--- config.mk ---
export PLATFORM = sky130hd
export DESIGN_NAME = ait_ctrl
export DESIGN_NICKNAME = d
export VERILOG_FILES = /design/src/hdl/assert_macros.svh /design/src/hdl/ait_pkg.sv /design/src/hdl/ait_ctrl.sv
export SDC_FILE = /design/constraint.sdc
export NUM_CORES = 2
export LEC_CHECK = 0
export BUFFER_PORTS_ARGS = -buffer_cell sky130_fd_sc_hd__buf_2
export CORE_ASPECT_RATIO = 0.6
export CORE_MARGIN = 2
export CORE_UTILIZATION = 30
export DETAILED_ROUTE_END_ITERATION = 10
export SLEW_MARGIN = 20
export SYNTH_ARGS = -nofsm -noshare
export SYNTH_HDL_FRONTEND = slang
export SYNTH_SLANG_ARGS = --single-unit
--- constraint.sdc ---
create_clock -name clk -period 14.45 [get_ports clk]
set_input_delay 1.445 -clock clk [delete_from_list [all_inputs] [get_ports clk]]
set_output_delay 1.445 -clock clk [all_outputs]
set_load 0.005 [all_outputs]
--- src/hdl/assert_macros.svh ---
`ifndef ASSERT_MACROS_SVH
`define ASSERT_MACROS_SVH

// Same-cycle implication, quiet while reset is held.
`define AIT_ASSERT_SAME(lbl, ante, cons) \
  lbl: assert property (@(posedge clk) disable iff (!rst_n) (ante) |-> (cons)) \
    else $error("ait: same-cycle check failed");

// Next-cycle implication, quiet while reset is held.
`define AIT_ASSERT_NEXT(lbl, ante, cons) \
  lbl: assert property (@(posedge clk) disable iff (!rst_n) (ante) |=> (cons)) \
    else $error("ait: next-cycle check failed");

`endif

--- src/hdl/ait_pkg.sv ---
package ait_pkg;

  // Field and datapath widths
  localparam int unsigned PIX_W   = 8;
  localparam int unsigned POS_W   = 8;
  localparam int unsigned DIM_W   = 9;
  localparam int unsigned SCALE_W = 17;
  localparam int unsigned SUM_W   = 24;
  localparam int unsigned CRD_W   = 10;
  localparam int unsigned SPAN_W  = 6;
  localparam int unsigned CNT_W   = 2 * SPAN_W;
  localparam int unsigned PROD_W  = PIX_W + CNT_W;
  localparam int unsigned FRAC_W  = 16;
  localparam int unsigned LHS_W   = PROD_W + FRAC_W;
  localparam int unsigned RHS_W   = SUM_W + SCALE_W;
  localparam int unsigned HALF_SH = 4;

  // Register port
  localparam int unsigned APB_AW = 4;
  localparam int unsigned APB_DW = 32;

  localparam logic [DIM_W-1:0]   DIM_RST   = 9'd256;
  localparam logic [SCALE_W-1:0] SCALE_RST = 17'd55706;
  localparam logic [PIX_W-1:0]   PIX_DARK  = 8'd0;
  localparam logic [PIX_W-1:0]   PIX_LIGHT = 8'd255;

  typedef enum logic {
    OP_LOAD,
    OP_QUERY
  } op_t;

  typedef enum logic [1:0] {
    STAT_OK,
    STAT_NOT_LOADED,
    STAT_OUTSIDE
  } status_t;

  typedef enum logic [1:0] {
    REG_WIDTH,
    REG_HEIGHT,
    REG_SCALE
  } reg_idx_t;

  typedef enum logic [3:0] {
    ST_IDLE,
    ST_LD_WR,
    ST_Q_RD0,
    ST_Q_RD1,
    ST_Q_RD2,
    ST_Q_RD3,
    ST_Q_ACC,
    ST_Q_MUL,
    ST_OUT
  } state_t;

  typedef struct packed {
    op_t              op;
    logic [PIX_W-1:0] pixel;
    logic [POS_W-1:0] col;
    logic [POS_W-1:0] row;
  } in_item_t;

  typedef struct packed {
    logic [PIX_W-1:0] out_pixel;
    status_t          status;
  } out_item_t;

  typedef struct packed {
    logic [DIM_W-1:0]   width;
    logic [DIM_W-1:0]   height;
    logic [SCALE_W-1:0] scale;
    logic               restart;
  } cfg_t;

  // Map a written dimension into 1..maxv
  function automatic logic [DIM_W-1:0] clamp_dim(input logic [DIM_W-1:0] v,
                                                 input int unsigned maxv);
    logic [DIM_W-1:0] res;
    if (v == '0) begin
      res = DIM_W'(1);
    end else if (32'(v) > maxv) begin
      res = DIM_W'(maxv);
    end else begin
      res = v;
    end
    return res;
  endfunction

endpackage

--- src/hdl/ait_ctrl.sv ---
module ait_ctrl #(
  parameter  int unsigned MAX_WIDTH  = 256,
  parameter  int unsigned MAX_HEIGHT = 256,
  localparam int unsigned CW         = $clog2(MAX_WIDTH),
  localparam int unsigned RW         = $clog2(MAX_HEIGHT),
  localparam int unsigned AW         = CW + RW
) (
  input  logic                      clk,
  input  logic                      rst_n,
  input  logic                      in_valid,
  output logic                      in_ready,
  input  ait_pkg::in_item_t         in_data,
  output logic                      out_valid,
  input  logic                      out_ready,
  output ait_pkg::out_item_t        out_data,
  input  ait_pkg::cfg_t             cfg,
  output logic [AW-1:0]             pix_addr,
  output logic                      pix_we,
  output logic                      pix_re,
  output logic [ait_pkg::PIX_W-1:0] pix_wdata,
  input  logic [ait_pkg::PIX_W-1:0] pix_rdata,
  output logic [AW-1:0]             sum_addr,
  output logic                      sum_we,
  output logic                      sum_re,
  output logic [ait_pkg::SUM_W-1:0] sum_wdata,
  input  logic [ait_pkg::SUM_W-1:0] sum_rdata
);
  import ait_pkg::*;

  localparam int unsigned RSW = $clog2(MAX_WIDTH * 255 + 1);

  state_t           state_r, state_nxt;
  logic [CW-1:0]    load_col_r, load_col_nxt;
  logic [RW-1:0]    load_row_r, load_row_nxt;
  logic [RSW-1:0]   row_sum_r, row_sum_nxt;
  logic             complete_r, complete_nxt;
  logic             out_valid_r, out_valid_nxt;
  out_item_t        out_data_r, out_data_nxt;
  logic             out_load;

  status_t          status_r, status_nxt;
  logic [CW-1:0]    qx1_r, qx2_r;
  logic [RW-1:0]    qy1_r, qy2_r;
  logic             zero_r, zero_nxt;
  logic [SUM_W-1:0] acc_r;
  logic [CNT_W-1:0] cnt_r;
  logic [PROD_W-1:0] prod_r;
  logic [RHS_W-1:0] rhs_r;

  logic             accept;
  logic             ld_accept;
  logic             q_accept;
  logic [DIM_W-1:0] dim_max;
  logic [CRD_W-1:0] half;
  logic [CRD_W-1:0] qc, qr, w_c, h_c;
  logic [CRD_W-1:0] x1, x2, y1, y2;
  logic             outside;
  logic [CW-1:0]    cx;
  logic [RW-1:0]    cy;
  logic [SUM_W-1:0] sum_rd;
  logic [SPAN_W-1:0] span_x, span_y;
  logic [LHS_W-1:0] lhs;
  logic             col_last, row_last;

  assign accept    = in_valid && in_ready;
  assign ld_accept = accept && (in_data.op == OP_LOAD);
  assign q_accept  = accept && (in_data.op == OP_QUERY);

  // Window bounds from the query position, clamped at the image edges, and the query status
  always_comb begin
    dim_max = (cfg.width > cfg.height) ? cfg.width : cfg.height;
    half    = CRD_W'(dim_max >> HALF_SH);
    qc      = CRD_W'(in_data.col);
    qr      = CRD_W'(in_data.row);
    w_c     = CRD_W'(cfg.width);
    h_c     = CRD_W'(cfg.height);
    x1      = (qc >= half) ? qc - half : '0;
    y1      = (qr >= half) ? qr - half : '0;
    x2      = (qc + half >= w_c) ? w_c - CRD_W'(1) : qc + half;
    y2      = (qr + half >= h_c) ? h_c - CRD_W'(1) : qr + half;
    outside = (qc >= w_c) || (qr >= h_c);
    if (!complete_r) begin
      status_nxt = STAT_NOT_LOADED;
    end else if (outside) begin
      status_nxt = STAT_OUTSIDE;
    end else begin
      status_nxt = STAT_OK;
    end
  end

  // Pick the table corner for this read cycle
  always_comb begin
    case (state_r)
      ST_Q_RD0: begin cy = qy2_r; cx = qx2_r; end
      ST_Q_RD1: begin cy = qy1_r; cx = qx2_r; end
      ST_Q_RD2: begin cy = qy2_r; cx = qx1_r; end
      default:  begin cy = qy1_r; cx = qx1_r; end
    endcase
  end

  // Border entries of the table read as zero
  assign sum_rd   = zero_r ? '0 : sum_rdata;
  assign span_x   = SPAN_W'(qx2_r - qx1_r);
  assign span_y   = SPAN_W'(qy2_r - qy1_r);
  assign lhs      = {prod_r, FRAC_W'(0)};
  assign col_last = (CRD_W'(load_col_r) + CRD_W'(1)) >= w_c;
  assign row_last = (CRD_W'(load_row_r) + CRD_W'(1)) >= h_c;

  // Memory ports: pixel write on load, pixel read on a query inside a complete image
  always_comb begin
    pix_we    = ld_accept;
    pix_re    = q_accept && (status_nxt == STAT_OK);
    pix_wdata = in_data.pixel;
    pix_addr  = ld_accept ? {load_row_r, load_col_r} : {RW'(in_data.row), CW'(in_data.col)};
  end

  // Table port: previous-row read on load, write-back, then four corner reads
  always_comb begin
    sum_we    = 1'b0;
    sum_re    = 1'b0;
    sum_wdata = sum_rd + SUM_W'(row_sum_r);
    sum_addr  = {load_row_r - RW'(1), load_col_r};
    zero_nxt  = (load_row_r == '0);
    case (state_r)
      ST_IDLE: begin
        sum_re = ld_accept;
      end
      ST_LD_WR: begin
        sum_we   = 1'b1;
        sum_addr = {load_row_r, load_col_r};
      end
      ST_Q_RD0, ST_Q_RD1, ST_Q_RD2, ST_Q_RD3: begin
        sum_re   = 1'b1;
        sum_addr = {cy - RW'(1), cx - CW'(1)};
        zero_nxt = (cy == '0) || (cx == '0);
      end
      default: ;
    endcase
  end

  // Next state, load position and result register
  always_comb begin
    state_nxt     = state_r;
    load_col_nxt  = load_col_r;
    load_row_nxt  = load_row_r;
    row_sum_nxt   = row_sum_r;
    complete_nxt  = complete_r;
    out_valid_nxt = out_valid_r && !out_ready;
    out_load      = 1'b0;
    out_data_nxt.out_pixel = PIX_DARK;
    out_data_nxt.status    = status_r;
    if (status_r == STAT_OK && !(RHS_W'(lhs) < rhs_r)) begin
      out_data_nxt.out_pixel = PIX_LIGHT;
    end
    case (state_r)
      ST_IDLE: begin
        if (cfg.restart) begin
          load_col_nxt = '0;
          load_row_nxt = '0;
          row_sum_nxt  = '0;
          complete_nxt = 1'b0;
        end else if (ld_accept) begin
          row_sum_nxt  = ((load_col_r == '0) ? '0 : row_sum_r) + RSW'(in_data.pixel);
          complete_nxt = 1'b0;
          state_nxt    = ST_LD_WR;
        end else if (q_accept) begin
          state_nxt = (status_nxt == STAT_OK) ? ST_Q_RD0 : ST_OUT;
        end
      end
      ST_LD_WR: begin
        if (col_last) begin
          load_col_nxt = '0;
          if (row_last) begin
            load_row_nxt = '0;
            complete_nxt = 1'b1;
          end else begin
            load_row_nxt = load_row_r + RW'(1);
          end
        end else begin
          load_col_nxt = load_col_r + CW'(1);
        end
        state_nxt = ST_IDLE;
      end
      ST_Q_RD0: state_nxt = ST_Q_RD1;
      ST_Q_RD1: state_nxt = ST_Q_RD2;
      ST_Q_RD2: state_nxt = ST_Q_RD3;
      ST_Q_RD3: state_nxt = ST_Q_ACC;
      ST_Q_ACC: state_nxt = ST_Q_MUL;
      ST_Q_MUL: state_nxt = ST_OUT;
      ST_OUT: begin
        // Hold until the result register is free
        if (!out_valid_r || out_ready) begin
          out_valid_nxt = 1'b1;
          out_load      = 1'b1;
          state_nxt     = ST_IDLE;
        end
      end
      default: state_nxt = ST_IDLE;
    endcase
  end

  // Control state
  always_ff @(posedge clk) begin
    if (!rst_n) begin
      state_r     <= ST_IDLE;
      load_col_r  <= '0;
      load_row_r  <= '0;
      row_sum_r   <= '0;
      complete_r  <= 1'b0;
      out_valid_r <= 1'b0;
    end else begin
      state_r     <= state_nxt;
      load_col_r  <= load_col_nxt;
      load_row_r  <= load_row_nxt;
      row_sum_r   <= row_sum_nxt;
      complete_r  <= complete_nxt;
      out_valid_r <= out_valid_nxt;
    end
  end

  // Query datapath: window sum, pixel times count, sum times scale
  always_ff @(posedge clk) begin
    zero_r <= zero_nxt;
    if (q_accept) begin
      status_r <= status_nxt;
      qx1_r    <= CW'(x1);
      qx2_r    <= CW'(x2);
      qy1_r    <= RW'(y1);
      qy2_r    <= RW'(y2);
    end
    case (state_r)
      ST_Q_RD0: cnt_r <= CNT_W'(span_x) * CNT_W'(span_y);
      ST_Q_RD1: begin
        acc_r  <= sum_rd;
        prod_r <= PROD_W'(pix_rdata) * PROD_W'(cnt_r);
      end
      ST_Q_RD2: acc_r <= acc_r - sum_rd;
      ST_Q_RD3: acc_r <= acc_r - sum_rd;
      ST_Q_ACC: acc_r <= acc_r + sum_rd;
      ST_Q_MUL: rhs_r <= RHS_W'(acc_r) * RHS_W'(cfg.scale);
      default: ;
    endcase
    if (out_load) begin
      out_data_r <= out_data_nxt;
    end
  end

  // Take input only in the idle state, and close it while a dimension write restarts loading
  assign in_ready  = (state_r == ST_IDLE) && !cfg.restart;
  assign out_valid = out_valid_r;
  assign out_data  = out_data_r;

endmodule

==> parameters.txt <==
Parameter                              Value

STA
  Hold Worst Slack ... 0.505 ns
  Final TNS setup ... 0 ns
  Fin. Hold Viols ... 0
  Worst-case headroom to the max-slew limit ... 23.6%
  Post-route minimum period ... 7.62 ns
  Timing-limited maximum frequency ... 131 MHz
  Post-Route Skew ... 0.0160 ns
  Max-slew violation count ... 0
  Final count of negative-setup-slack endpoints ... 0
  Worst Max-Slew Pin Slew ... 1.15 ns
  Final critical-path share of the clock period ... 52.7%
  Setup repair after global routing missed its margin ... no

Logic synthesis
  Asr flop ratio synth ... 0%
  Dominant cells by area after synthesis ... sky130_fd_sc_hd__fa_1 27%, sky130_fd_sc_hd__ha_1 14%, sky130_fd_sc_hd__edfxtp_1 13%, sky130_fd_sc_hd__inv_1 7.2%, sky130_fd_sc_hd__nand2_1 5.9%
  Cell area after synthesis ... 0.0308 sq mm
  Nets in the synthesized netlist ... 4,374
  Xor/xnor share of the synthesized area ... 5.11%
  Multiplexer fraction of the synthesized cell area ... 1.42%
  Dominant combinational cell family by area after synthesis ... adder cells
  Share of the yosys chip area belonging to registers ... 15.6%
  Simple-gate area share of the yosys netlist ... 17.4%
  Main synth FF type ... sky130_fd_sc_hd__edfxtp_1
  Post-synthesis area per instance ... 8.77 sq um
  Synth warn ... 0
  Number of synthesized register bits ... 173
  Area share of the largest cell type after synthesis ... 26.9%
  Synthesized instance count ... 3,517
  Adder-cell share of the synthesized area ... 40.9%
  Cell type contributing the most total cell area after synthesis ... sky130_fd_sc_hd__fa_1
  Share of the synthesized area in compound gates (AO/OA/AOI/OAI) ... 10.4%
  Count of different cell masters after synthesis ... 82
  Count of flip-flops with a built-in enable after synthesis ... 134

Worst setup path
  Type of element launching the critical path ... input port
  WP buf/inv ... 4
  Highest cell delay on the worst timing path ... 0.57 ns
  Critical Path AT ... 7.82 ns
  Ordered list of cells on the worst path ... buf_2 -> nand2_1 -> fa_1 -> inv_1 -> fa_1 -> fa_1 -> fa_1 -> fa_1 -> inv_1 -> fa_1 -> inv_1 -> ha_1 -> a21o_1 -> a21o_1 -> a211oi_1 -> o31ai_1 -> a21oi_2 -> o21ai_2 -> a221o_1 -> a21oi_2 -> o21ai_1 -> xor2_1
  Worst-path fanout max ... 24
  Setup crit start ... cfg[14]
  Worst Path Class, Setup ... input port to flip-flop
  Worst EP required ... 14.65 ns
  Path depth of the worst reg2reg path ... 21
  Number of gates on the worst path with buffers counted ... 22
  Source of the worst register-to-register timing path ... acc_r[5]
  Cell type with the highest occurrence count on the critical path ... sky130_fd_sc_hd__fa_1
  Cell type of the slowest stage on the worst timing path ... sky130_fd_sc_hd__fa_1
  Capture point of the worst path ... rhs_r[39]
  Worst reg-to-reg setup slack ... 7.15 ns
  Critical path capture point type ... flip-flop
  Kind of cell with the highest combined delay on the critical path ... adder cells
  Endpoint of the lowest-slack register-to-register path ... rhs_r[39]

Clock tree
  Later-pin clock latency in the skew report ... 0.46 ns
  CTS tree ... built
  Reg clk slew, reported paths ... 0.07 ns
  CTS Buf Count ... 17
  Number of buffers inserted by hold repair at cts ... 0
  Clock buffer depth ... 2
  Clock sink count ... 173
  Total of cells resized after clock tree synthesis ... 0
  Number of H-tree levels ... 4
  Clock Tree Root ... sky130_fd_sc_hd__clkbuf_16
  Number of setup buffers added after CTS ... 0

Floorplan
  Chip Height ... 252 microns
  Initial core utilization ... 30.1%
  Die boundary width ... 418 microns
  Row count ... 91
  Die outline area ... 0.105 sq mm
  Top Ports ... 177
  Placeable core region ... 0.102 sq mm

Drt
  Total wire length ... 86.5 mm
  Number of iterations in the first detailed-routing pass ... 5
  Antenna Violating Nets Remaining ... 0
  Wire length per cell after detailed routing ... 17.4 microns
  Number of DRC markers in iteration 0 ... 1,790
  DRC violations left ... 0
  Total via count after detailed routing ... 24.1k
  Via-per-instance ratio ... 4.87

Power
  Cell Int Power ... 2460 uW
  Clock network fraction of total power ... 10.5%
  Max IR drop VDD ... 0.000202 V
  Sequential power share ... 15.6%
  Leakage power ... 0.0162 uW
  Total Power ... 4700 uW
  Switching share of power ... 47.7%
  Sw power ... 2240 uW
  Combinational power share ... 73.9%
  Power density over the cells ... 140 mW/mm^2

Cells and area
  Commonest non-fill, non-tap cell in the layout ... sky130_fd_sc_hd__inv_1
  Multi-input gate area in the final layout ... 0.0232 sq mm
  Sequential cell area in the final layout ... 0.00480 sq mm
  Fillers ... 10.6k
  Fraction of layout instances using a drive strength above 1 ... 7.76%
  Number of nets in the layout ... 4,452
  Most frequent cells in the layout ... 589 x sky130_fd_sc_hd__inv_1, 484 x sky130_fd_sc_hd__nand2_1, 415 x sky130_fd_sc_hd__fa_1, 345 x sky130_fd_sc_hd__ha_1, 219 x sky130_fd_sc_hd__and2_1
  Area added between synthesis and finish ... 9.04%

Global route
  GRT Resource Usage Total ... 16.8%
  Number of global-route vias before repair ... 24.2k
  Number of antenna violations at the first check in global routing ... 12
  Largest net degree at the start of global routing ... 46
  Total global routing overflow ... 0
  First-pass GRT wire length ... 139 mm

Placed design
  DP Wirelength ... 71.0 mm
  Gp weighted congestion ... 0.926
  Port Buffers ... 176

Run
  Number of violations of the max-capacitance limit ... 0

Run status
  Result of the run ... finished clean

Worst hold path
  Class of the tightest hold or removal check ... flip-flop to flip-flop
## flip-flops by register name, summed over array words and instances (netlist names)
signal,flops
zero_r,1
out_data,3
cnt_r,12
qx1_r,8
rhs_r,41
status_r,2
load_col_r,8
row_sum_r,16
qy1_r,8
state_r,4
qy2_r,8
qx2_r,8
complete_r,1
load_row_r,8
prod_r,20
acc_r,24
out_valid,1
## power groups by stage
| stage | logic, uW | registers, uW | clock network, uW |
|---|---|---|---|
| floorplan | 2680 | 744 | 0 |
| global placement | 3450 | 747 | 0 |
| detailed placement | 3470 | 747 | 0 |
| CTS | 3500 | 736 | 508 |
| global route | 4000 | 737 | 524 |
| finish | 3480 | 736 | 491 |
## worst reg2reg max path, cell delays in order, from the launching register on
cell                       delay (ns)
sky130_fd_sc_hd__edfxtp_1        1.06
sky130_fd_sc_hd__nand2_1         0.21
sky130_fd_sc_hd__fa_1            0.57
sky130_fd_sc_hd__inv_1           0.05
sky130_fd_sc_hd__fa_1            0.48
sky130_fd_sc_hd__fa_1            0.54
sky130_fd_sc_hd__fa_1            0.53
sky130_fd_sc_hd__fa_1            0.55
sky130_fd_sc_hd__inv_1           0.06
sky130_fd_sc_hd__fa_1            0.53
sky130_fd_sc_hd__inv_1           0.05
sky130_fd_sc_hd__ha_1            0.37
sky130_fd_sc_hd__a21o_1          0.20
sky130_fd_sc_hd__a21o_1          0.17
sky130_fd_sc_hd__a211oi_1        0.30
sky130_fd_sc_hd__o31ai_1         0.13
sky130_fd_sc_hd__a21oi_2         0.33
sky130_fd_sc_hd__o21ai_2         0.16
sky130_fd_sc_hd__a221o_1         0.33
sky130_fd_sc_hd__a21oi_2         0.18
sky130_fd_sc_hd__o21ai_1         0.09
sky130_fd_sc_hd__xor2_1          0.17
## final cells by class
cell class              instances  area share (%)
multi-input cells            2608            69.1
clock buffers                  18            1.28
well taps                    1348            5.02
diodes                          2          0.0149
repair buffers                204            3.24
clock inverters                14           0.484
inverters                     591            6.60
flip-flops and latches        173            14.3
## how the worst min path moves through the flow
stage | startpoint | endpoint | slack (ns) | cells after the start
global placement | row_sum_r[0] | row_sum_r[0] | 0.48 | 2
floorplan | status_r[1] | out_data[1] | 0.43 | 0
detailed placement | row_sum_r[1] | row_sum_r[1] | 0.50 | 2
global route | row_sum_r[7] | row_sum_r[7] | 0.54 | 2
CTS | row_sum_r[0] | row_sum_r[0] | 0.51 | 2
finish | row_sum_r[1] | row_sum_r[1] | 0.51 | 2
## synth_stat cells, types with 56 or more instances
cell type and number:
sky130_fd_sc_hd__a21o_1 72, sky130_fd_sc_hd__a21oi_1 156, sky130_fd_sc_hd__and2_1 219, sky130_fd_sc_hd__clkbuf_1 119, sky130_fd_sc_hd__edfxtp_1 134, sky130_fd_sc_hd__fa_1 415, sky130_fd_sc_hd__ha_1 345, sky130_fd_sc_hd__inv_1 589
sky130_fd_sc_hd__nand2_1 484, sky130_fd_sc_hd__nor2_1 150, sky130_fd_sc_hd__nor2b_1 56, sky130_fd_sc_hd__o21ai_0 123, sky130_fd_sc_hd__xnor2_1 119, sky130_fd_sc_hd__xor2_1 59
## kinds of logic after synthesis
group	after synthesis
mux	42
compound gates	511
buf+inv	736
xor+xnor	179
simple gates	1116
fa+ha+maj	760
flops	173
## per-layer routing
layer,routed length [microns],track usage [%]
met1,42200,25.4
met2,34900,23.8
met3,7990,4.55
met4,1240,3.14
met5,98,0
## stage by stage
step | setup WS (ns) | cells | util [%] | cell area [sq um]
floorplan | 7.16 | 3517 | - | 30800
global placement | 6.46 | 4924 | 32.3 | 33000
detailed placement | 6.40 | 4924 | 32.3 | 33000
CTS | 6.90 | 4956 | 32.8 | 33600
global route | 6.58 | 4957 | 32.8 | 33600
finish | 6.83 | 4958 | 32.8 | 33600
(Power assumes the default switching activity.)
